File: src/chd_pkg.sv
package chd_pkg;

  localparam int QUEUE_DEPTH = 4;

  localparam logic [7:0] CHAR_CR    = 8'h0d;
  localparam logic [7:0] CHAR_LF    = 8'h0a;
  localparam logic [7:0] CHAR_SPACE = 8'h20;
  localparam logic [7:0] CHAR_TAB   = 8'h09;

  typedef enum logic [1:0] {
    ST_COMPLETE  = 2'd0,
    ST_TRUNCATED = 2'd1,
    ST_MALFORMED = 2'd2,
    ST_OVERFLOW  = 2'd3
  } status_t;

  typedef struct packed {
    logic [7:0] payload_byte;
    logic       is_status;
    logic [1:0] status_code;
    logic       last;
  } result_t;

  typedef struct packed {
    logic [1:0] n;
    result_t    r0;
    result_t    r1;
  } push_t;

  // Returns {is_hex, value}.
  function automatic logic [4:0] hex_digit(input logic [7:0] c);
    logic [4:0] res;
    res = 5'd0;
    if (c inside {[8'h30:8'h39]}) begin
      res = {1'b1, 4'(c - 8'h30)};
    end else if (c inside {[8'h61:8'h66]}) begin
      res = {1'b1, 4'(c - 8'h57)};
    end else if (c inside {[8'h41:8'h46]}) begin
      res = {1'b1, 4'(c - 8'h37)};
    end
    return res;
  endfunction

endpackage

File: src/chd_in_if.sv
interface chd_in_if;
  logic       valid;
  logic       ready;
  logic [7:0] in_byte;
  logic       end_of_message;

  modport source(output valid, in_byte, end_of_message, input ready);
  modport sink(input valid, in_byte, end_of_message, output ready);
endinterface

File: src/chd_out_if.sv
interface chd_out_if;
  logic       valid;
  logic       ready;
  logic [7:0] payload_byte;
  logic       is_status;
  logic [1:0] status_code;
  logic       last;

  modport source(output valid, payload_byte, is_status, status_code, last, input ready);
  modport sink(input valid, payload_byte, is_status, status_code, last, output ready);
endinterface

File: src/chd_result_queue.sv
module chd_result_queue (
  input  logic            clk,
  input  logic            rst,
  input  chd_pkg::push_t  push,
  output logic            room,
  chd_out_if.source       out_chan
);

  localparam int DEPTH = chd_pkg::QUEUE_DEPTH;
  localparam int PTR_W = $clog2(DEPTH);
  localparam int CNT_W = $clog2(DEPTH + 1);

  chd_pkg::result_t mem [DEPTH];
  logic [PTR_W-1:0] wptr;
  logic [PTR_W-1:0] rptr;
  logic [CNT_W-1:0] count;
  logic             pop;

  assign pop  = out_chan.valid && out_chan.ready;
  assign room = (count <= CNT_W'(DEPTH - 2));

  always_ff @(posedge clk) begin
    if (push.n != 2'd0) begin
      mem[wptr] <= push.r0;
    end
    if (push.n == 2'd2) begin
      mem[wptr + PTR_W'(1)] <= push.r1;
    end
  end

  always_ff @(posedge clk) begin
    if (rst) begin
      wptr  <= '0;
      rptr  <= '0;
      count <= '0;
    end else begin
      wptr  <= wptr + PTR_W'(push.n);
      rptr  <= rptr + PTR_W'(pop);
      count <= count + CNT_W'(push.n) - CNT_W'(pop);
    end
  end

  assign out_chan.valid        = (count != '0);
  assign out_chan.payload_byte = mem[rptr].payload_byte;
  assign out_chan.is_status    = mem[rptr].is_status;
  assign out_chan.status_code  = mem[rptr].status_code;
  assign out_chan.last         = mem[rptr].last;

  a_count_bound: assert property (@(posedge clk) disable iff (rst)
    count <= CNT_W'(DEPTH))
    else $error("result queue count exceeds its depth");

  a_push_room: assert property (@(posedge clk) disable iff (rst)
    (push.n != 2'd0) |-> room)
    else $error("results pushed without room in the queue");

  a_hold_when_stalled: assert property (@(posedge clk) disable iff (rst)
    (out_chan.valid && !out_chan.ready) |=>
      (out_chan.valid && $stable({out_chan.payload_byte, out_chan.is_status,
                                  out_chan.status_code, out_chan.last})))
    else $error("offered result changed while the receiver stalled");

endmodule

File: src/http_chunked_decoder_unit.sv
// Chunked body decoder. Raw body bytes arrive on in_chan, one transfer per
// byte, with end_of_message marking the last byte of the body. Decoded payload
// bytes leave on out_chan; after the marked byte one status result follows
// with is_status and last set and the status code: complete, truncated,
// malformed size line or size overflow.
// Each accepted byte is decoded in the cycle of its transfer, and its results
// are registered in a four-entry result queue and offered on out_chan from it.
// The block takes one byte per cycle as long as the queue holds at most two
// results; a data byte that ends a message gives two results.
// When the receiver stalls, results collect in the queue and in_chan.ready
// falls once more than two are waiting; nothing is dropped.
// Reset empties the queue and puts the decoder at the start of a size line.
// After the status result the decoder returns to that same state by itself.
module http_chunked_decoder_unit #(
  parameter int SIZE_BITS = 32
) (
  input logic        clk,
  input logic        rst,
  chd_in_if.sink     in_chan,
  chd_out_if.source  out_chan
);

  typedef enum logic [2:0] {
    PH_SIZE  = 3'd0,
    PH_DATA  = 3'd1,
    PH_SKIP1 = 3'd2,
    PH_SKIP2 = 3'd3,
    PH_DONE  = 3'd4,
    PH_ERROR = 3'd5
  } phase_t;

  phase_t               phase, phase_next;
  logic [SIZE_BITS-1:0] bytes_left, bytes_left_next;
  logic                 digit_seen, digit_seen_next;
  logic                 size_ended, size_ended_next;
  logic                 saw_cr, saw_cr_next;
  logic [1:0]           error_kind, error_kind_next;

  logic            accept;
  logic            room;
  logic [7:0]      c;
  logic [4:0]      hex;
  chd_pkg::push_t  push;
  chd_pkg::result_t data_res;
  chd_pkg::result_t stat_res;
  logic            emit_data;
  logic [1:0]      code;

  assign in_chan.ready = room;
  assign accept        = in_chan.valid && room;
  assign c             = in_chan.in_byte;
  assign hex           = chd_pkg::hex_digit(c);

  always_comb begin
    phase_next      = phase;
    bytes_left_next = bytes_left;
    digit_seen_next = digit_seen;
    size_ended_next = size_ended;
    saw_cr_next     = saw_cr;
    error_kind_next = error_kind;
    emit_data       = 1'b0;
    code            = chd_pkg::ST_TRUNCATED;

    case (phase)
      PH_SIZE: begin
        if (saw_cr && c == chd_pkg::CHAR_LF) begin
          saw_cr_next = 1'b0;
          if (!digit_seen) begin
            phase_next      = PH_ERROR;
            error_kind_next = chd_pkg::ST_MALFORMED;
          end else if (bytes_left == '0) begin
            phase_next = PH_DONE;
          end else begin
            phase_next = PH_DATA;
          end
        end else begin
          saw_cr_next = (c == chd_pkg::CHAR_CR);
          if (!size_ended) begin
            if (hex[4]) begin
              if (bytes_left[SIZE_BITS-1 -: 4] != 4'd0) begin
                phase_next      = PH_ERROR;
                error_kind_next = chd_pkg::ST_OVERFLOW;
              end else begin
                bytes_left_next = {bytes_left[SIZE_BITS-5:0], hex[3:0]};
                digit_seen_next = 1'b1;
              end
            end else if (!digit_seen &&
                         (c == chd_pkg::CHAR_SPACE || c == chd_pkg::CHAR_TAB)) begin
              size_ended_next = 1'b0;
            end else begin
              size_ended_next = 1'b1;
            end
          end
        end
      end
      PH_DATA: begin
        emit_data       = 1'b1;
        bytes_left_next = bytes_left - SIZE_BITS'(1);
        if (bytes_left == SIZE_BITS'(1)) begin
          phase_next = PH_SKIP1;
        end
      end
      PH_SKIP1: begin
        phase_next = PH_SKIP2;
      end
      PH_SKIP2: begin
        phase_next      = PH_SIZE;
        bytes_left_next = '0;
        digit_seen_next = 1'b0;
        size_ended_next = 1'b0;
        saw_cr_next     = 1'b0;
      end
      default: begin
        phase_next = phase;
      end
    endcase

    if (phase_next == PH_ERROR) begin
      code = error_kind_next;
    end else if (phase_next == PH_DONE) begin
      code = chd_pkg::ST_COMPLETE;
    end

    if (in_chan.end_of_message) begin
      phase_next      = PH_SIZE;
      bytes_left_next = '0;
      digit_seen_next = 1'b0;
      size_ended_next = 1'b0;
      saw_cr_next     = 1'b0;
      error_kind_next = chd_pkg::ST_COMPLETE;
    end
  end

  assign data_res = '{payload_byte: c, is_status: 1'b0, status_code: chd_pkg::ST_COMPLETE,
                      last: 1'b0};
  assign stat_res = '{payload_byte: 8'd0, is_status: 1'b1, status_code: code, last: 1'b1};

  always_comb begin
    push.n  = 2'd0;
    push.r0 = data_res;
    push.r1 = stat_res;
    if (accept) begin
      if (emit_data) begin
        push.n = in_chan.end_of_message ? 2'd2 : 2'd1;
      end else if (in_chan.end_of_message) begin
        push.n  = 2'd1;
        push.r0 = stat_res;
      end
    end
  end

  always_ff @(posedge clk) begin
    if (rst) begin
      phase      <= PH_SIZE;
      bytes_left <= '0;
      digit_seen <= 1'b0;
      size_ended <= 1'b0;
      saw_cr     <= 1'b0;
      error_kind <= chd_pkg::ST_COMPLETE;
    end else if (accept) begin
      phase      <= phase_next;
      bytes_left <= bytes_left_next;
      digit_seen <= digit_seen_next;
      size_ended <= size_ended_next;
      saw_cr     <= saw_cr_next;
      error_kind <= error_kind_next;
    end
  end

  chd_result_queue u_queue (
    .clk      (clk),
    .rst      (rst),
    .push     (push),
    .room     (room),
    .out_chan (out_chan)
  );

  a_eom_restart: assert property (@(posedge clk) disable iff (rst)
    (accept && in_chan.end_of_message) |=>
      (phase == PH_SIZE && bytes_left == '0 && error_kind == chd_pkg::ST_COMPLETE &&
       !digit_seen))
    else $error("decoder did not restart after the end of a message");

  a_data_nonzero: assert property (@(posedge clk) disable iff (rst)
    (phase == PH_DATA) |-> (bytes_left != '0))
    else $error("data phase entered with no bytes left");

  a_two_needs_status: assert property (@(posedge clk) disable iff (rst)
    (push.n == 2'd2) |-> (emit_data && in_chan.end_of_message))
    else $error("two results pushed for a byte that does not end a message");

endmodule
File: src/flat_wrapper.sv
// flat-port wrapper written by rule: the top's interface ports become plain ports
module http_chunked_decoder_unit_flat 
#(
  parameter int SIZE_BITS = 32
)
  (clk, rst, in_chan_valid, in_chan_in_byte, in_chan_end_of_message, in_chan_ready, out_chan_valid, out_chan_payload_byte, out_chan_is_status, out_chan_status_code, out_chan_last, out_chan_ready);
  chd_in_if in_chan_i ();
  chd_out_if out_chan_i ();
  input logic clk;
  input logic rst;
  input wire logic [$bits(in_chan_i.valid)-1:0] in_chan_valid;
  input wire logic [$bits(in_chan_i.in_byte)-1:0] in_chan_in_byte;
  input wire logic [$bits(in_chan_i.end_of_message)-1:0] in_chan_end_of_message;
  output wire logic [$bits(in_chan_i.ready)-1:0] in_chan_ready;
  output wire logic [$bits(out_chan_i.valid)-1:0] out_chan_valid;
  output wire logic [$bits(out_chan_i.payload_byte)-1:0] out_chan_payload_byte;
  output wire logic [$bits(out_chan_i.is_status)-1:0] out_chan_is_status;
  output wire logic [$bits(out_chan_i.status_code)-1:0] out_chan_status_code;
  output wire logic [$bits(out_chan_i.last)-1:0] out_chan_last;
  input wire logic [$bits(out_chan_i.ready)-1:0] out_chan_ready;
  assign in_chan_i.valid = in_chan_valid;
  assign in_chan_i.in_byte = in_chan_in_byte;
  assign in_chan_i.end_of_message = in_chan_end_of_message;
  assign in_chan_ready = in_chan_i.ready;
  assign out_chan_valid = out_chan_i.valid;
  assign out_chan_payload_byte = out_chan_i.payload_byte;
  assign out_chan_is_status = out_chan_i.is_status;
  assign out_chan_status_code = out_chan_i.status_code;
  assign out_chan_last = out_chan_i.last;
  assign out_chan_i.ready = out_chan_ready;
  http_chunked_decoder_unit #(.SIZE_BITS(SIZE_BITS)) u_core (.clk(clk), .rst(rst), .in_chan(in_chan_i), .out_chan(out_chan_i));
endmodule
File: config.mk
export PLATFORM = sky130hd
export DESIGN_NAME = http_chunked_decoder_unit_flat
export DESIGN_NICKNAME = d
export VERILOG_FILES = /design/src/chd_pkg.sv /design/src/chd_in_if.sv /design/src/chd_out_if.sv /design/src/chd_result_queue.sv /design/src/http_chunked_decoder_unit.sv /design/src/flat_wrapper.sv
export SDC_FILE = /design/constraint.sdc
export NUM_CORES = 1
export LEC_CHECK = 0
export ABC_AREA = 0
export BUFFER_PORTS_ARGS = -buffer_cell sky130_fd_sc_hd__buf_2
export CORE_ASPECT_RATIO = 1.75
export CORE_MARGIN = 2
export CORE_UTILIZATION = 30
export DETAILED_ROUTE_END_ITERATION = 12
export PLACE_DENSITY = 0.46
export SYNTH_ARGS = -nofsm -noshare
export SYNTH_HDL_FRONTEND = slang
export SYNTH_HIERARCHICAL = 1
export SYNTH_SLANG_ARGS = --single-unit
File: constraint.sdc
create_clock -name clk -period 4.85 [get_ports clk]
set_input_delay 0 -clock clk [delete_from_list [all_inputs] [get_ports clk]]
set_output_delay 0 -clock clk [all_outputs]
set_load 0.01 [all_outputs]
==> flow_summary.yaml, run 1 <==
drt:
  routed_via_density: 5.34
  ant_nets: 0
  wirelength_um: 16200
  dr.first_iter.drc_count: 272
  routedWlPerCell_um: 18.8
  route.vias.total: 4606
  drc: 0
  firstDrtPassIters: 4
setup_path:
  cp-end-kind: "flip-flop"
  critPathBufInv: 0
  cp_cell_sequence: "nor2b_1, nand2_1, ha_1, and3_1, nor2_1, o31ai_2"
  critPathLaunchType: "flip-flop"
  reg2reg_setup_slack_ns: 1.26
  critical_path.top_delay_family: "simple AND/OR/NAND/NOR gates"
  slowest_delay_ns: 0.88
  cp_slowest_cell: "o31ai_2"
  worst_ep_arrival_time_ns: 3.55
  cp_max_fo: 12
  required_ns: 4.80
  critPathKind: "reg -> reg"
final_layout:
  nets: 639
  multi_input_area_um2: 3450
  final_area_um2: 6710
  drive_above_1_share_pct: 19.1
  diodes: 0
  seq_area_um2: 2380
  synthToLayoutAreaGrowth_pct: 12.1
  fillCellCount: 2000
sta:
  clock_skew_ns: 0.00891
  slew_headroom_pct: 24.1
  finalCritPeriodShare_pct: 74.1
  fin_crit_ns: 3.59
  hold_slack_ns: 0.0611
  finalSetupViolations: 0
  setup-tns-final_ns: 0
  hold_viol_final: 0
  slew_violations: 0
  tightest_slew_ns: 1.13
  clock.fmax_mhz: 278
  rsz0062_at_grt: "no"
yosys:
  synth_largest_area_cell: "edfxtp_1"
  synth_edf_count: 48
  synth.distinct_cells: 75
  synth_ff_type: "edfxtp_1"
  ys_seq_area_share_pct: 39.8
  synthCells: 570
  synth_top_cell_area_share_pct: 24.1
  synth.most_common_cell: "edfxtp_1"
  ys_seq_elements: 95
  synth_area_per_cell_um2: 10.5
  async_flop_share_pct: 0
  synth_warnings: 6
  synth_area_um2: 5990
  yosys-top-cells-count: "edfxtp_1 (48), dfxtp_1 (47), nor2_1 (44)"
  yosys-top-cells-area: "edfxtp_1 (24%), dfxtp_1 (16%), mux2_4 (7.0%), mux4_2 (4.5%), a21oi_1 (2.8%)"
pwr:
  power_w: 0.00211
  max-vdd-ir-drop_mv: 0.145
  p_leak_nw: 2.48
  powerDensity_nw_per_um2: 315
outcome:
  status: "complete, no violations"
min_path:
  hp-class: "in -> reg"
floorplan:
  die_width_um: 111
  io_pins: 27
  die_y_um: 191
  die-area_um2: 21200
  core_um2: 19700
  start_util_pct: 30.5
  fp-row-count: 68
global_routing:
  grt_pass1_wl_um: 26100
  antenna_found_initial: 0
  track_usage_pct: 15.5
  grt_max_degree: 35
  grt_pass1_vias: 4778
  grt_remaining_overflow: 0
cts:
  clock_latency_ns: 0.34
  numCtsBuffers: 9
  cts_resized: 0
  cts_tree: "built"
  post_cts.repair.setup_buffers: 0
  cts_root_buffer: "clkbuf_16"
  clockBufferDepth: 2
  clock_sinks: 95
  clkTransAtPathRegs_ns: 0.07
  htree_levels: 3
  hold_buffers: 0
place:
  dpl.hpwl_um: 11900
  placed_area_um2: 6420
  portBuffers: 26
  place_congestion: 0.827
job:
  maxCapViolations: 0
[final timing paths]
| path | endpoint | start | cells past startpoint |
|---|---|---|---|
| min | u_core/u_queue/rptr[1] | out_chan_ready | 3 |
| max reg2reg | u_core/u_queue/mem[0][4] | u_core/phase[0] | 6 |
| max | u_core/u_queue/mem[0][4] | u_core/phase[0] | 6 |
| min reg2reg | u_core/saw_cr | u_core/saw_cr | 2 |
[where the power goes]
group / switching [W] / total (W) / internal, W
Combinational: 0.000223 / 0.000446 / 0.000223
Sequential: 0.0000585 / 0.000949 / 0.000890
Clock: 0.000314 / 0.000719 / 0.000404
[logic make-up after synthesis]
family | Yosys count | synth area share (%)
simple gates | 179 | 17.0
compound gates | 137 | 16.2
flops | 95 | 39.8
mux | 66 | 16.4
buf+inv | 63 | 5.06
xor+xnor | 15 | 2.67
fa+ha+maj | 13 | 2.84
other cells | 2 | 0.125
[cell usage in the layout, fill, tap and decap left out, drive strengths merged, types with 4 or more instances in the layout]
cell type   n
nor2       45
buf        34
conb       40
mux4       12
nor4       13
o2bb2ai    10
nand2      22
or3         7
clkbuf     10
xnor2       8
o32ai       6
o21ai      29
a221oi      4
dfxtp      47
or4         5
nor2b      15
o22ai       5
a22o        4
ha         12
nand4      10
a21oi      34
xor2        5
nor3       22
edfxtp     48
a22oi      11
a32o        6
mux2       51
nand3      13
inv        23
and3        5
nor4b       5
clkinv      4
[metal layers]
| metal | up-vias | part of all wire, % | GRT usage [%] |
|---|---|---|---|
| met5 | - | 0 | 0 |
| met4 | 0 | 1.8 | 4.66 |
| met3 | 17 | 3.0 | 1.68 |
| met2 | 92 | 58 | 31.8 |
| met1 | 2265 | 37 | 16.2 |
| li1 | 2232 | - | - |
[state kept, by name, summed over array words and instances, names as in the netlist]
name,count
u_core/u_queue/wptr,2
u_core/digit_seen,1
u_core/bytes_left,32
u_core/u_queue/mem,48
u_core/phase,3
u_core/u_queue/count,3
u_core/size_ended,1
u_core/saw_cr,1
u_core/u_queue/rptr,2
u_core/error_kind,2
[area by class of cell]
cell class | instances | share of cell area (%)
clock buffers | 10 | 3.41
clock inverters | 6 | 1.02
inverters | 23 | 1.29
multi-input cells | 450 | 51.4
flip-flops and latches | 95 | 35.5
well taps | 245 | 4.57
repair buffers | 34 | 2.83
[worst reg2reg max path, delay by kind of cell (launching register included)]
kind,cells,cell delay [ns]
AOI/OAI and AO/OA,1,0.88
adders and majority gates,1,0.43
DFF,1,0.52
and+or+nand+nor,4,1.37
[metrics by stage]
stage | util, % | cells | setup WS [ns]
final | 34.2 | 863 | 1.26
after global routing | 34.2 | 863 | 0.928
after CTS | 34.2 | 863 | 1.18
after detailed placement | 32.6 | 847 | 1.21
after global placement | 32.6 | 847 | 1.37
after floorplan | - | 608 | 1.38
No activity file was read; power rests on OpenSTA's default activity.
==> run 2, diff against run 1 <==
- clock period: 4.85 -> 3.6 ns (I/O delays scaled with it)
==> run 2 against run 1 <==
Net effect:
- sequential share of layout area down 0.34 points
- clock-buffer cell count unchanged
- register-to-register slack worse by 0.69 ns
==> flow_summary.yaml, run 2 (synthesized netlist as in run 1, its figures left out) <==
drt:
  wirelength_um: 16500
  drc: 0
  dr.first_iter.drc_count: 243
  routedWlPerCell_um: 18.9
  firstDrtPassIters: 5
  routed_via_density: 5.43
  route.vias.total: 4752
  ant_nets: 0
cts:
  hold_buffers: 0
  clock_latency_ns: 0.35
  htree_levels: 3
  clkTransAtPathRegs_ns: 0.07
  cts_resized: 0
  clockBufferDepth: 2
  clock_sinks: 95
  cts_tree: "built"
  numCtsBuffers: 9
  post_cts.repair.setup_buffers: 0
  cts_root_buffer: "clkbuf_16"
min_path:
  hold_path_depth: 4
  hp-class: "in -> reg"
  holdPathEnd: "u_core/saw_cr"
  min_from: "in_chan_in_byte[4]"
global_routing:
  grt_pass1_wl_um: 26400
  grt_remaining_overflow: 0
  grt_max_degree: 34
  track_usage_pct: 15.9
  antenna_found_initial: 0
  grt_pass1_vias: 4862
outcome:
  status: "complete, no violations"
final_layout:
  final_common_cell: "edfxtp_1"
  utilization_pct: 34.5
  layout_common_cells: "edfxtp_1 (48), dfxtp_1 (47), nor2_1 (44)"
  synthToLayoutAreaGrowth_pct: 13.2
  fillCellCount: 2052
  largest_reg_flops: 48
  largest-register: "u_core/u_queue/mem"
  final_area_um2: 6780
  nets: 651
  drive_above_1_share_pct: 20.5
  top_regs: "u_core/u_queue/mem x48, u_core/bytes_left x32"
  diodes: 0
pwr:
  pwr-share-comb_pct: 22.4
  p_sw_w: 0.000825
  powerDensity_nw_per_um2: 415
  netSwitchingFraction_pct: 29.3
  max-vdd-ir-drop_mv: 0.194
  power.share.clock_pct: 32.2
  p_int_w: 0.00199
  power_w: 0.00281
  p_leak_nw: 2.53
  seqPwrFrac_pct: 45.4
setup_path:
  r2r_start: "u_core/bytes_left[29]"
  r2r_cells: 7
  cp-end-kind: "flip-flop"
  required_ns: 3.69
  critPathKind: "reg -> reg"
  reg2reg_setup_slack_ns: 0.57
  cp_max_fo: 6
  critPathLaunchType: "flip-flop"
  worst_ep_arrival_time_ns: 3.12
  reg2reg_to: "u_core/u_queue/mem[1][1]"
floorplan:
  die_y_um: 191
  start_util_pct: 30.5
  fp-row-count: 68
  core_um2: 19700
  io_pins: 27
  die_width_um: 111
  die-area_um2: 21200
place:
  dpl.hpwl_um: 11900
  portBuffers: 26
  place_congestion: 0.858
  placed_area_um2: 6510
sta:
  slew_violations: 0
  finalSetupViolations: 0
  clock.fmax_mhz: 330
  rsz0062_at_grt: "no"
  slew_headroom_pct: 32.3
  tightest_slew_ns: 1.01
  hold_viol_final: 0
  finalCritPeriodShare_pct: 84.3
  clock_skew_ns: 0.0130
  fin_crit_ns: 3.03
  setup-tns-final_ns: 0
job:
  maxCapViolations: 0
## run 2: cell types whose count changed in the layout (fill, tap and decap cells not counted)
cell	previous run	this run
buf_4	8	20
clkinv_1	2	3
clkinv_4	1	2
clkinvlp_4	1	0
bufinv_16	1	0
## run 2: layer usage
metal  vias to the layer above  track usage (%)  share of wire, %
met4                         0             6.25               3.1
li1                       2255                -                 -
met5                         -                0                 0
met3                        37             2.12               2.8
met2                       102             32.0                57
met1                      2358             16.2                37
## run 2: cell type report
type	instances	area (um2)	area share, %
multi-input combinational	450	3450	50.9
sequential	95	2380	35.1
tap	245	307	4.52
timing repair buffer	46	280	4.13
clock buffer	10	229	3.38
inverter	23	86.3	1.27
clock inverter	6	43.8	0.646
## run 2: power groups by stage
stage / Clock (W) / Sequential, W / Combinational [W]
floorplan: 0 / 0.00125 / 0.000492
global placement: 0 / 0.00130 / 0.000629
detailed placement: 0 / 0.00131 / 0.000636
CTS: 0.000934 / 0.00128 / 0.000639
global route: 0.000975 / 0.00129 / 0.000689
finish: 0.000907 / 0.00128 / 0.000630
## run 2: worst max-delay path: stages, from the launching register on
cell	delay, ns
dfxtp_1	0.37
nor4_1	0.74
and3_1	0.31
nand4_1	0.16
or4_1	0.46
a21oi_2	0.26
o21bai_1	0.17
mux2_1	0.33
## run 2: stage by stage
stage | hold WS, ns | worst slack, ns | instances
finish | 0.0291 | 0.567 | 875
global route | 0.0656 | 0.317 | 875
CTS | 0.0254 | 0.626 | 875
detailed placement | 0.402 | 0.644 | 859
global placement | 0.405 | 0.684 | 859
floorplan | 0.191 | 0.131 | 608
## run 2: worst max-delay path by stage
stage,from,to,cells past startpoint
detailed placement,u_core/bytes_left[17],u_core/u_queue/mem[1][1],7
finish,u_core/bytes_left[29],u_core/u_queue/mem[1][1],7
floorplan,u_core/phase[1],u_core/u_queue/mem[0][0],11
global placement,u_core/bytes_left[17],u_core/u_queue/mem[1][1],7
CTS,u_core/bytes_left[17],u_core/u_queue/mem[0][2],7
global route,u_core/bytes_left[6],u_core/u_queue/mem[3][2],7
